`src/sv/speed_pi_controller_q22_10_defines.svh`:
```
// Assertion macros shared by the speed PI controller RTL.
`ifndef SPEED_PI_CONTROLLER_Q22_10_DEFINES_SVH
`define SPEED_PI_CONTROLLER_Q22_10_DEFINES_SVH

// The consequent must hold in the same cycle as the antecedent.
`define SPC_ASSERT_SAME(label, clk, rst, ante, cons) \
  label: assert property (@(posedge clk) disable iff (rst) (ante) |-> (cons)) \
    else $error("%m: same-cycle check failed");

// The consequent must hold in the cycle after the antecedent.
`define SPC_ASSERT_NEXT(label, clk, rst, ante, cons) \
  label: assert property (@(posedge clk) disable iff (rst) (ante) |=> (cons)) \
    else $error("%m: next-cycle check failed");

`endif

```
`src/sv/spc_pkg.sv`:
```
// Package with widths, register codes, reset values and shared types of the PI controller.
`timescale 1ns / 1ps
package spc_pkg;

  localparam int ACC_WIDTH      = 32;
  localparam int GAIN_WIDTH     = 16;
  localparam int PROD_WIDTH     = ACC_WIDTH + GAIN_WIDTH + 1;
  localparam int FRAC_BITS      = 10;
  localparam int SPEED_WIDTH    = 16;
  localparam int ERR_WIDTH      = SPEED_WIDTH + 1;
  localparam int DUTY_WIDTH     = 16;
  localparam int DUTY_LIM_WIDTH = 15;
  localparam int DUTY_SHIFT     = 2;
  localparam int ADDR_WIDTH     = 5;
  localparam int DATA_WIDTH     = 32;

  typedef enum logic [2:0] {
    REG_PROP_GAIN     = 3'd0,
    REG_INTEGRAL_GAIN = 3'd1,
    REG_SAMPLE_PERIOD = 3'd2,
    REG_DUTY_UPPER    = 3'd3,
    REG_DUTY_LOWER    = 3'd4
  } reg_idx_t;

  localparam logic [GAIN_WIDTH-1:0]     PROP_GAIN_RST     = 16'd10;
  localparam logic [GAIN_WIDTH-1:0]     INTEGRAL_GAIN_RST = 16'd512;
  localparam logic [GAIN_WIDTH-1:0]     SAMPLE_PERIOD_RST = 16'd10;
  localparam logic [DUTY_LIM_WIDTH-1:0] DUTY_UPPER_RST    = 15'd21760;
  localparam logic [DUTY_LIM_WIDTH-1:0] DUTY_LOWER_RST    = 15'd3840;

  typedef struct packed {
    logic [GAIN_WIDTH-1:0]     prop_gain;
    logic [GAIN_WIDTH-1:0]     integral_gain;
    logic [GAIN_WIDTH-1:0]     sample_period;
    logic [DUTY_LIM_WIDTH-1:0] duty_upper;
    logic [DUTY_LIM_WIDTH-1:0] duty_lower;
  } cfg_t;

  typedef enum logic [2:0] {
    ST_IDLE,
    ST_MUL_P,
    ST_MUL_I,
    ST_INTEG,
    ST_MUL_K,
    ST_SUM,
    ST_LIMIT,
    ST_CLEAR
  } state_t;

  typedef enum logic [1:0] {
    MUL_PROP,
    MUL_STEP,
    MUL_INTEG
  } mul_sel_t;

  typedef struct packed {
    logic     load_err;
    logic     int_clear;
    logic     mul_en;
    mul_sel_t mul_sel;
    logic     term_p_load;
    logic     int_update;
    logic     sum_load;
    logic     out_load;
    logic     out_zero;
  } dp_cmd_t;

endpackage

```
`src/sv/speed_pi_controller_q22_10.sv`:
```
// Top level of the Q22.10 PI speed controller with a Q8.8 duty limiter.
//
//   Channel   Signals                                          Direction
//   input     in_valid, in_ready, action, speed_target,        transaction in
//             speed_measured
//   output    out_valid, out_ready, duty_out, was_clamped      transaction out
//   config    psel, penable, pwrite, paddr, pwdata, prdata,    register access
//             pready
//
// A control step passes through the states MUL_P, MUL_I, INTEG, MUL_K, SUM and LIMIT:
// three products pass one after another through the single registered multiplier, with
// an integrator update between the second and third and a final sum after them. A clear
// transaction passes through the CLEAR state and then loads a zero result.
// The next transaction is accepted once the result is in the output register.
// Reset is synchronous and clears the integrator, the state and the output flag.
// If the previous result has not been taken, a step holds in its limiter state and a clear in its clear state.
`timescale 1ns / 1ps
`include "speed_pi_controller_q22_10_defines.svh"
module speed_pi_controller_q22_10 (
  input  logic                                   clk,
  input  logic                                   rst,
  input  logic                                   in_valid,
  output logic                                   in_ready,
  input  logic                                   action,
  input  logic signed [spc_pkg::SPEED_WIDTH-1:0] speed_target,
  input  logic signed [spc_pkg::SPEED_WIDTH-1:0] speed_measured,
  output logic                                   out_valid,
  input  logic                                   out_ready,
  output logic signed [spc_pkg::DUTY_WIDTH-1:0]  duty_out,
  output logic                                   was_clamped,
  input  logic                                   psel,
  input  logic                                   penable,
  input  logic                                   pwrite,
  input  logic [spc_pkg::ADDR_WIDTH-1:0]         paddr,
  input  logic [spc_pkg::DATA_WIDTH-1:0]         pwdata,
  output logic [spc_pkg::DATA_WIDTH-1:0]         prdata,
  output logic                                   pready
);

  spc_pkg::cfg_t    cfg;
  spc_pkg::dp_cmd_t cmd;

  spc_regs u_regs (
    .clk     (clk),
    .rst     (rst),
    .psel    (psel),
    .penable (penable),
    .pwrite  (pwrite),
    .paddr   (paddr),
    .pwdata  (pwdata),
    .prdata  (prdata),
    .pready  (pready),
    .cfg     (cfg)
  );

  spc_ctrl u_ctrl (
    .clk       (clk),
    .rst       (rst),
    .in_valid  (in_valid),
    .action    (action),
    .in_ready  (in_ready),
    .out_valid (out_valid),
    .out_ready (out_ready),
    .cmd       (cmd)
  );

  spc_datapath u_datapath (
    .clk            (clk),
    .rst            (rst),
    .cmd            (cmd),
    .cfg            (cfg),
    .speed_target   (speed_target),
    .speed_measured (speed_measured),
    .duty_out       (duty_out),
    .was_clamped    (was_clamped)
  );

  // A new result never overwrites one that is still waiting.
  `SPC_ASSERT_SAME(a_no_overwrite, clk, rst, cmd.out_load, (!out_valid || out_ready))
  // Only one transaction is in flight at a time.
  `SPC_ASSERT_NEXT(a_one_in_flight, clk, rst, (in_valid && in_ready), !in_ready)
  // A clear transaction always delivers a zero, unclamped duty.
  `SPC_ASSERT_NEXT(a_clear_zero, clk, rst, (cmd.out_load && cmd.out_zero), (out_valid && duty_out == 0 && !was_clamped))

endmodule

```
`src/sv/spc_regs.sv`:
```
// Configuration register file with its APB-style access port.
`timescale 1ns / 1ps
module spc_regs (
  input  logic                            clk,
  input  logic                            rst,
  input  logic                            psel,
  input  logic                            penable,
  input  logic                            pwrite,
  input  logic [spc_pkg::ADDR_WIDTH-1:0]  paddr,
  input  logic [spc_pkg::DATA_WIDTH-1:0]  pwdata,
  output logic [spc_pkg::DATA_WIDTH-1:0]  prdata,
  output logic                            pready,
  output spc_pkg::cfg_t                   cfg
);

  logic                wr_en;
  spc_pkg::reg_idx_t   reg_idx;

  assign pready  = 1'b1;
  assign wr_en   = psel && penable && pwrite;
  assign reg_idx = spc_pkg::reg_idx_t'(paddr[spc_pkg::ADDR_WIDTH-1:2]);

  always_ff @(posedge clk) begin
    if (rst) begin
      cfg.prop_gain     <= spc_pkg::PROP_GAIN_RST;
      cfg.integral_gain <= spc_pkg::INTEGRAL_GAIN_RST;
      cfg.sample_period <= spc_pkg::SAMPLE_PERIOD_RST;
      cfg.duty_upper    <= spc_pkg::DUTY_UPPER_RST;
      cfg.duty_lower    <= spc_pkg::DUTY_LOWER_RST;
    end else if (wr_en) begin
      unique case (reg_idx)
        spc_pkg::REG_PROP_GAIN:
          cfg.prop_gain <= pwdata[spc_pkg::GAIN_WIDTH-1:0];
        spc_pkg::REG_INTEGRAL_GAIN:
          cfg.integral_gain <= pwdata[spc_pkg::GAIN_WIDTH-1:0];
        spc_pkg::REG_SAMPLE_PERIOD:
          cfg.sample_period <= pwdata[spc_pkg::GAIN_WIDTH-1:0];
        spc_pkg::REG_DUTY_UPPER:
          cfg.duty_upper <= pwdata[spc_pkg::DUTY_LIM_WIDTH-1:0];
        spc_pkg::REG_DUTY_LOWER:
          cfg.duty_lower <= pwdata[spc_pkg::DUTY_LIM_WIDTH-1:0];
        default: begin
        end
      endcase
    end
  end

  always_comb begin
    prdata = '0;
    unique case (reg_idx)
      spc_pkg::REG_PROP_GAIN:
        prdata = spc_pkg::DATA_WIDTH'(cfg.prop_gain);
      spc_pkg::REG_INTEGRAL_GAIN:
        prdata = spc_pkg::DATA_WIDTH'(cfg.integral_gain);
      spc_pkg::REG_SAMPLE_PERIOD:
        prdata = spc_pkg::DATA_WIDTH'(cfg.sample_period);
      spc_pkg::REG_DUTY_UPPER:
        prdata = spc_pkg::DATA_WIDTH'(cfg.duty_upper);
      spc_pkg::REG_DUTY_LOWER:
        prdata = spc_pkg::DATA_WIDTH'(cfg.duty_lower);
      default: prdata = '0;
    endcase
  end

endmodule

```
`src/sv/spc_datapath.sv`:
```
// Datapath: error, shared multiplier, integrator, sum and duty limiter.
`timescale 1ns / 1ps
module spc_datapath (
  input  logic                                  clk,
  input  logic                                  rst,
  input  spc_pkg::dp_cmd_t                      cmd,
  input  spc_pkg::cfg_t                         cfg,
  input  logic signed [spc_pkg::SPEED_WIDTH-1:0] speed_target,
  input  logic signed [spc_pkg::SPEED_WIDTH-1:0] speed_measured,
  output logic signed [spc_pkg::DUTY_WIDTH-1:0]  duty_out,
  output logic                                  was_clamped
);

  localparam int AW = spc_pkg::ACC_WIDTH;
  localparam int LW = spc_pkg::DUTY_WIDTH + 1;

  logic        [spc_pkg::ERR_WIDTH-1:0]  err;
  logic        [AW-1:0]                  eq;
  logic        [AW-1:0]                  integ;
  logic        [AW-1:0]                  term_p;
  logic        [AW-1:0]                  sum;
  logic signed [spc_pkg::PROD_WIDTH-1:0] prod;
  logic        [AW-1:0]                  prod_q;
  logic signed [AW-1:0]                  mul_a;
  logic        [spc_pkg::GAIN_WIDTH-1:0] mul_g;

  logic signed [spc_pkg::DUTY_WIDTH-1:0] d;
  logic signed [LW-1:0]                  d_ext;
  logic signed [LW-1:0]                  hi;
  logic signed [LW-1:0]                  lo;
  logic signed [LW-1:0]                  lim;

  assign err = {speed_target[spc_pkg::SPEED_WIDTH-1], speed_target}
             - {speed_measured[spc_pkg::SPEED_WIDTH-1], speed_measured};

  // Arithmetic shift right by the fraction width, keeping the accumulator width.
  assign prod_q = prod[AW+spc_pkg::FRAC_BITS-1:spc_pkg::FRAC_BITS];

  always_comb begin
    mul_a = eq;
    mul_g = cfg.prop_gain;
    case (cmd.mul_sel)
      spc_pkg::MUL_PROP: begin
        mul_a = eq;
        mul_g = cfg.prop_gain;
      end
      spc_pkg::MUL_STEP: begin
        mul_a = eq;
        mul_g = cfg.sample_period;
      end
      spc_pkg::MUL_INTEG: begin
        mul_a = integ;
        mul_g = cfg.integral_gain;
      end
      default: begin
        mul_a = eq;
        mul_g = cfg.prop_gain;
      end
    endcase
  end

  always_ff @(posedge clk) begin
    if (cmd.load_err) begin
      eq <= {{(AW-spc_pkg::ERR_WIDTH){err[spc_pkg::ERR_WIDTH-1]}}, err} << spc_pkg::FRAC_BITS;
    end
    if (cmd.mul_en) begin
      prod <= mul_a * $signed({1'b0, mul_g});
    end
    if (cmd.term_p_load) begin
      term_p <= prod_q;
    end
    if (cmd.sum_load) begin
      sum <= term_p + prod_q;
    end
  end

  always_ff @(posedge clk) begin
    if (rst) begin
      integ <= '0;
    end else if (cmd.int_clear) begin
      integ <= '0;
    end else if (cmd.int_update) begin
      integ <= integ + prod_q;
    end
  end

  // Deadband limiter on the Q8.8 value; the upper bound is tested first.
  always_comb begin
    d     = sum[spc_pkg::DUTY_WIDTH+spc_pkg::DUTY_SHIFT-1:spc_pkg::DUTY_SHIFT];
    d_ext = LW'(d);
    hi    = $signed(LW'(cfg.duty_upper));
    lo    = $signed(LW'(cfg.duty_lower));
    lim   = d_ext;
    if (d_ext > 0) begin
      if (d_ext > hi) begin
        lim = hi;
      end else if (d_ext < lo) begin
        lim = lo;
      end
    end else if (d_ext < 0) begin
      if (d_ext < -hi) begin
        lim = -hi;
      end else if (d_ext > -lo) begin
        lim = -lo;
      end
    end
  end

  always_ff @(posedge clk) begin
    if (cmd.out_load) begin
      if (cmd.out_zero) begin
        duty_out    <= '0;
        was_clamped <= 1'b0;
      end else begin
        duty_out    <= lim[spc_pkg::DUTY_WIDTH-1:0];
        was_clamped <= (lim != d_ext);
      end
    end
  end

endmodule

```
`src/sv/spc_ctrl.sv`:
```
// Controller state machine that sequences one controller step or one clear and holds the result flag.
`timescale 1ns / 1ps
module spc_ctrl (
  input  logic             clk,
  input  logic             rst,
  input  logic             in_valid,
  input  logic             action,
  output logic             in_ready,
  output logic             out_valid,
  input  logic             out_ready,
  output spc_pkg::dp_cmd_t cmd
);

  spc_pkg::state_t state, state_next;
  logic            out_valid_next;
  logic            out_free;

  assign out_free = !out_valid || out_ready;

  always_ff @(posedge clk) begin
    if (rst) begin
      state     <= spc_pkg::ST_IDLE;
      out_valid <= 1'b0;
    end else begin
      state     <= state_next;
      out_valid <= out_valid_next;
    end
  end

  always_comb begin
    state_next  = state;
    in_ready    = 1'b0;
    cmd         = '0;
    cmd.mul_sel = spc_pkg::MUL_PROP;
    unique case (state)
      spc_pkg::ST_IDLE: begin
        in_ready = 1'b1;
        if (in_valid) begin
          cmd.load_err = 1'b1;
          if (action) begin
            cmd.int_clear = 1'b1;
            state_next    = spc_pkg::ST_CLEAR;
          end else begin
            state_next = spc_pkg::ST_MUL_P;
          end
        end
      end
      spc_pkg::ST_MUL_P: begin
        cmd.mul_en  = 1'b1;
        cmd.mul_sel = spc_pkg::MUL_PROP;
        state_next  = spc_pkg::ST_MUL_I;
      end
      spc_pkg::ST_MUL_I: begin
        cmd.term_p_load = 1'b1;
        cmd.mul_en      = 1'b1;
        cmd.mul_sel     = spc_pkg::MUL_STEP;
        state_next      = spc_pkg::ST_INTEG;
      end
      spc_pkg::ST_INTEG: begin
        cmd.int_update = 1'b1;
        state_next     = spc_pkg::ST_MUL_K;
      end
      spc_pkg::ST_MUL_K: begin
        cmd.mul_en  = 1'b1;
        cmd.mul_sel = spc_pkg::MUL_INTEG;
        state_next  = spc_pkg::ST_SUM;
      end
      spc_pkg::ST_SUM: begin
        cmd.sum_load = 1'b1;
        state_next   = spc_pkg::ST_LIMIT;
      end
      spc_pkg::ST_LIMIT: begin
        if (out_free) begin
          cmd.out_load = 1'b1;
          state_next   = spc_pkg::ST_IDLE;
        end
      end
      spc_pkg::ST_CLEAR: begin
        if (out_free) begin
          cmd.out_load = 1'b1;
          cmd.out_zero = 1'b1;
          state_next   = spc_pkg::ST_IDLE;
        end
      end
      default: state_next = spc_pkg::ST_IDLE;
    endcase
  end

  always_comb begin
    out_valid_next = out_valid;
    if (cmd.out_load) begin
      out_valid_next = 1'b1;
    end else if (out_ready) begin
      out_valid_next = 1'b0;
    end
  end

endmodule
```
`config.mk`:
```
export PLATFORM = sky130hd
export DESIGN_NAME = speed_pi_controller_q22_10
export DESIGN_NICKNAME = d
export VERILOG_FILES = /design/src/sv/spc_pkg.sv /design/src/sv/speed_pi_controller_q22_10.sv /design/src/sv/spc_regs.sv /design/src/sv/spc_datapath.sv /design/src/sv/spc_ctrl.sv
export VERILOG_INCLUDE_DIRS = /design/src /design/src/sv
export SDC_FILE = /design/constraint.sdc
export NUM_CORES = 2
export LEC_CHECK = 0
export ABC_AREA = 1
export BUFFER_PORTS_ARGS = -buffer_cell sky130_fd_sc_hd__buf_2
export CAP_MARGIN = 20
export CORE_AREA = 2 2 248 250
export CTS_BUF_LIST = sky130_fd_sc_hd__clkbuf_16
export CTS_CLUSTER_SIZE = 16
export DETAILED_ROUTE_END_ITERATION = 8
export DIE_AREA = 0 0 250 252
export PLACE_DENSITY = 0.67
export SLEW_MARGIN = 5
export SYNTH_ARGS = -nofsm -noshare
export SYNTH_HDL_FRONTEND = slang
export SYNTH_SLANG_ARGS = --single-unit
```
`constraint.sdc`:
```
create_clock -name clk -period 21.8 [get_ports clk]
set_input_delay 2.18 -clock clk [delete_from_list [all_inputs] [get_ports clk]]
set_output_delay 2.18 -clock clk [all_outputs]
set_load 0.05 [all_outputs]
```
# Word-level counts from Yosys, hierarchy flattened
# Cells that the tools add are included.
dict set report word_totals {
  regBits 226
  output_inout_bits 52
}
dict set report classes {
  muxes 27
  n_reduce_logical 15
  addsub 5
  n_lt_le_gt_ge 6
  n_eq_ne 16
  n_mul 1
}
# cell n
set op_table {}
lappend op_table {{2-to-1 mux 17 bit} 6}
lappend op_table {{case mux 16 bit (5 select lines)} 1}
lappend op_table {{multiplier 32 x 17 -> 42 bit} 1}
lappend op_table {{negation 15 -> 17 bit} 2}
lappend op_table {{adder 32 bit} 1}
lappend op_table {{2-to-1 mux 32 bit} 1}
lappend op_table {{case mux 16 bit (2 select lines)} 1}
lappend op_table {{case mux 3 bit (7 select lines)} 1}
lappend op_table {{adder 18 bit} 1}
lappend op_table {{greater-than comparator 16 x 17 -> 1 bit} 1}
lappend op_table {{< comparator 16 x 17 -> 1 bit} 1}
lappend op_table {{inequality test 17 x 16 -> 1 bit} 1}
lappend op_table {{subtractor 16 x 16 -> 17 bit} 1}
lappend op_table {{greater-than comparator 16 x 1 -> 1 bit (second input constant)} 1}
lappend op_table {{greater-than comparator 16 bit} 1}
lappend op_table {{< comparator 16 x 1 -> 1 bit (second input constant)} 1}
lappend op_table {{< comparator 16 bit} 1}
lappend op_table {{equality test 3 bit (second input constant)} 5}
lappend op_table {{equality test 3 x 2 -> 1 bit (second input constant)} 4}
lappend op_table {{AND reduction 2 bit} 6}
lappend op_table {{2-to-1 mux 1 bit} 9}
lappend op_table {{2-to-1 mux 3 bit} 3}
lappend op_table {{case mux 3 bit (3 select lines)} 1}
lappend op_table {{equality test 3 x 1 -> 1 bit (second input constant)} 2}
lappend op_table {{other kinds (12)} 17}

# Logic depth before layout (Yosys ltp)
dict set report depth {
  ltp_word 7
  mapped_depth 33
  mapped_depth_nobuf 32
}

# Modules after synthesis
# From an unflattened synthesis, not the netlist that was laid out.
dict set report hier_totals {
  cells_unflattened 4088
  area_unflattened_um2 31159.9
}
# mod area_each_um2 cells_per_inst n_inst
set by_module_without_submodules {}
lappend by_module_without_submodules {spc_datapath 26825.7 3418 1}
lappend by_module_without_submodules {spc_regs 4042.6 623 1}
lappend by_module_without_submodules {spc_ctrl 291.5 47 1}

# Worst setup path before layout
# OpenSTA, ideal clock, no wires.
dict set report synth_timing {
  path_kind {reg-to-reg}
  from {register u_ctrl.state[1]}
  to {register u_datapath.prod[36] in the netlist's numbering, data pin}
  required_time_ns 21.548
  stages_incl_launch_ff 31
  t_arrival_ns 6.705
  period_less_slack_ns 6.957
  slack_ns 14.843
  path_cell_list {dfxtp_1 > nor2_2 > nand2_4 > buf_2 > buf_2 > buf_1 > nand2_1 > o21ai_0 > clkbuf_1 > nand2_1 > fa_1 > fa_1 > fa_1 > inv_1 > fa_1 > fa_1 > inv_1 > fa_1 > inv_1 > ha_1 > nand2_1 > nor2_1 > nand2_1 > o21ai_0 > nand3_1 > nand2_1 > a21oi_1 > o31ai_1 > nand4_1 > nand3_1 > nand2_1}
}
dict set report synth_via {
  elab_chain_cells 5
  elab_cells_between_ends 9
}
# item line_no
set synth_rtl {}
lappend synth_rtl {{start: declaration} spc_ctrl.sv:14} ;# spc_pkg::state_t state, state_next;
lappend synth_rtl {{start signal: assignment} spc_ctrl.sv:22} ;# state <= spc_pkg::ST_IDLE;
lappend synth_rtl {{start signal: assignment} spc_ctrl.sv:25} ;# state <= state_next;
lappend synth_rtl {{equality test 3 bit, or another cell as far along} spc_ctrl.sv:35} ;# unique case (state)
lappend synth_rtl {{case mux 3 bit (3 select lines) *} spc_ctrl.sv:35}
lappend synth_rtl {{equality test 2 bit or equality test 2 x 1 -> 1 bit (tied branches)} spc_datapath.sv:42} ;# case (cmd.mul_sel)
lappend synth_rtl {{case mux 16 bit (2 select lines) or 2-to-1 mux 32 bit (tied branches)} spc_datapath.sv:42}
lappend synth_rtl {{multiplier 32 x 17 -> 42 bit *} spc_datapath.sv:67} ;# prod <= mul_a * $signed({1'b0, mul_g});
lappend synth_rtl {{end signal: assignment} spc_datapath.sv:67}
lappend synth_rtl {{end: declaration} spc_datapath.sv:22} ;# logic signed [spc_pkg::PROD_WIDTH-1:0] prod;
# Mark *: on every way between the ends. The rest lies on a longest branch, timed or not.
# A chain may end at the register's enable or synchronous reset.

# Final worst setup path
dict set report layout_timing {
  from {register u_ctrl.state[2]}
  to {register u_datapath.prod[33] in the netlist's numbering, data pin}
}
# Same word-level chain as after synthesis.

==> reports/qor.yml <==
status:
  status: "finished, final reports clean"
synth:
  synth-edff-count: 100
  synth_area_um2: 29980
  synth_cell_types: 50
  yosysWarnings: 0
  syn_area_per_cell_um2: 7.797
  ys_ff_latch: 214
  netlist_instances: 3845
  synthArstFlopShare: 0
  seq_area_frac_synth: 0.1763
  synthFlopType: "dfxtp_1"
worst_setup_path:
  cpPeakStageDelay_ns: 0.85
  r2r-start: "u_ctrl.state[2]"
  required_ns: 22.09
  reg2reg_depth: 27
  startpoint_type: "flip-flop"
  ff2ff_setup_slack_ns: 12.58
  path_buf_inv: 6
  critPathArrivalTime_ns: 9.50
  critical_path_class: "flip-flop to flip-flop"
  r2r-end: "u_datapath.prod[33]"
  critPathCaptureType: "flip-flop"
  crit_slowest_cell: "nand2_1"
  cp_num_cells: 27
  cpLargestDelayFamily: "adder cells"
  critPathMaxFanout: 20
  path_common_cell: "fa_1"
  endpoint: "u_datapath.prod[33]"
  startpoint: "u_ctrl.state[2]"
global_route:
  busiest_layer: "met2"
  use_met2: 0.4778
  grt_pass1_wl_um: 137700
  track_usage: 0.2800
  grtUsageMet3: 0.03250
  grt_max_degree: 77
  antenna_found_initial: 1
  globalRouteOverflowTotal: 0
  grt_pass1_vias: 25240
  grtUsageMet1: 0.3601
clock_network:
  hold_buffers: 0
  clk_root_buffer_cell: "clkbuf_16"
  worst_skew_pair.late_latency_ns: 0.57
  clock-sinks: 214
  cts.path.max_buffers: 3
  cts_buffers: 25
  path_clk_slew_ns: 0.07
  cts_resized: 0
  cts_tree: "built"
  h-tree-depth: 1
  post_cts_buffers: 0
timing:
  finalMaxSlewViolations: 0
  finalSetupViolations: 0
  min_period_over_period: 0.4228
  clock.fmax_mhz: 108.5
  setup_slack_ns: 12.58
  relSlewSlack: 0.2387
  timing.final.crit_period_ns: 9.217
  hold_viol: 0
  hold_slack_ns: 0.4756
  max_slew.worst_pin.slew_ns: 1.139
  finalSetupTns_ns: 0
  rsz0062_at_grt: "no"
  finClkSkew_ns: 0.04583
min_path:
  worstHoldStart: "u_regs.cfg[40]"
  hold_path_class: "flip-flop to flip-flop"
detailed_routing:
  dr.first_iter.drc_count: 2094
  via_per_inst: 5.393
  ant_nets: 0
  dr.pass1.iters: 6
  drt-wirelength-per-cell_um: 18.40
  drt_wl_total_um: 86460
  drc: 0
  vias: 25340
place:
  preCtsSetupSlack_ns: 12.68
  place_congestion: 0.9664
  place_inst: 4651
  place_area_um2: 31300
  io_buffers: 93
  place_hpwl_um: 67930
job:
  max_cap_viol_count: 0
final_layout:
  final_core_util: 0.5335
  fin_cells: 4699
  drive_above_1_share: 0.05465
  multiInputGateArea_um2: 20990
  final_area_um2: 32080
  final_net_count: 4635
  seq_area_um2: 5285
  syn_to_final_growth_pct: 7.020
  num-fill-cells: 5886
power:
  power.total_mw: 3.933
  ir_worst_vdd_uv: 214.1
  p_per_area_nw_per_um2: 122.6
  p_leak_nw: 15.92
floorplan:
  rows: 90
  floorplan.initialDensity: 0.4985
  core-area_um2: 60130
  die_w_um: 250
  die_h_um: 252
  dieArea_um2: 63000
  ios: 129
==> layout make-up <==
type | count | share of cell area
flip-flops and latches | 214 | 0.1647
multi-input cells | 2655 | 0.6542
clock buffers | 25 | 0.01950
repair buffers | 140 | 0.02574
inverters | 862 | 0.1011
diodes | 1 | 0.00007800
clock inverters | 20 | 0.004212
well taps | 782 | 0.03050
==> worst min-delay path by stage <==
stage / cells past startpoint / end
floorplan: 2 / u_regs.cfg[49]
global placement: 2 / u_regs.cfg[49]
detailed placement: 2 / u_regs.cfg[49]
CTS: 2 / u_regs.cfg[40]
global route: 2 / u_regs.cfg[50]
finish: 2 / u_regs.cfg[40]
==> synth_stat cells (2+ instances only) <==
master / n / area, um^2
o21ai_1: 2 / 10.01
a221oi_1: 7 / 61.31
nor2_1: 376 / 1411
ha_1: 228 / 2853
a21boi_0: 3 / 22.52
nor4_1: 9 / 56.30
clkinv_1: 17 / 63.81
o21ai_0: 196 / 980.9
nand2_1: 724 / 2718
o21ai_4: 2 / 32.53
o21ai_2: 4 / 35.03
buf_2: 8 / 40.04
or2_2: 2 / 12.51
fa_1: 432 / 8648
xor2_1: 79 / 691.9
inv_1: 834 / 3131
buf_4: 17 / 127.6
dfxtp_1: 114 / 2282
o211ai_1: 35 / 262.8
conb_1: 2 / 7.510
a31oi_1: 10 / 62.56
o22ai_1: 31 / 193.9
o31ai_1: 2 / 15.01
xnor2_1: 40 / 350.3
nor3_1: 23 / 115.1
edfxtp_1: 100 / 3003
a21oi_1: 251 / 1256
o21bai_1: 3 / 22.52
buf_1: 9 / 33.78
nand2_4: 2 / 22.52
o221ai_1: 11 / 96.34
nand3b_1: 2 / 15.01
nand3_1: 114 / 570.6
and2_1: 2 / 12.51
a21o_1: 13 / 97.59
o21a_1: 6 / 45.04
clkbuf_1: 94 / 352.8
nand4_1: 21 / 131.4
inv_2: 9 / 33.78
==> sequential cells by signal, summed over array words and instances (netlist names) <==
register	count
u_regs.cfg	78
u_datapath.integ	32
u_datapath.prod	32
u_datapath.term_p	18
u_datapath.eq	17
u_datapath.duty_out	16
u_datapath.sum	16
u_ctrl.state	3
u_ctrl.out_valid	1
u_datapath.was_clamped	1
==> cell families after synthesis <==
group,after synthesis,synth area share
AOI/OAI and AO/OA,579,0.1074
and+or+nand+nor,1279,0.1701
buffers and inverters,991,0.1270
DFF,214,0.1763
xor gates and xnor gates,120,0.03531
adders and majority gates,660,0.3836
other,2,0.0002505
==> cell usage in the layout, fill, tap and decap left out, drive strengths merged, types with 6 or more instances in the layout <==
master / instances
nor2: 378
a221oi: 7
fa: 432
nor3: 23
edfxtp: 100
a21o: 13
dfxtp: 114
o211ai: 35
o22ai: 31
inv: 855
o21ai: 204
xnor2: 40
xor2: 80
ha: 228
nand2: 726
a31oi: 10
buf: 140
o21a: 6
clkbuf: 25
nor4: 9
nand3: 115
a21oi: 251
clkinv: 24
o221ai: 11
nand4: 21
conb: 17
==> routing by layer <==
metal | routed length [um] | part of all wire | vias to the layer above
met4 | 4348 | 0.050 | 0
li1 | - | - | 11940
met2 | 41120 | 0.48 | 993
met3 | 6369 | 0.074 | 241
met1 | 34620 | 0.40 | 12160
met5 | 0 | 0 | -
==> power breakdown <==
group | total, mW | leakage, nW | switching, mW | internal (mW)
registers | 0.695 | 1.85 | 0.0680 | 0.627
logic | 2.84 | 13.7 | 1.85 | 0.982
clock network | 0.402 | 0.398 | 0.181 | 0.222
total | 3.93 | 15.9 | 2.10 | 1.83
==> worst reg2reg max path, stage by stage (launching register included) <==
cell     delay, ns
dfxtp_1       0.55
inv_2         0.11
nand3_2       0.39
inv_2         0.33
nor2_4        0.57
nand2_1       0.11
nand2_1       0.85
inv_1         0.58
nor2_1        0.31
fa_1          0.46
fa_1          0.56
fa_1          0.44
fa_1          0.50
fa_1          0.50
inv_1         0.05
fa_1          0.55
inv_1         0.06
ha_1          0.36
nand2_1       0.12
nor2_1        0.17
inv_1         0.07
nor3_1        0.38
a21oi_1       0.17
o21ai_0       0.29
nand2_1       0.08
nand2_1       0.11
a21oi_1       0.10
xnor2_1       0.13
(Power assumes the default switching activity.)
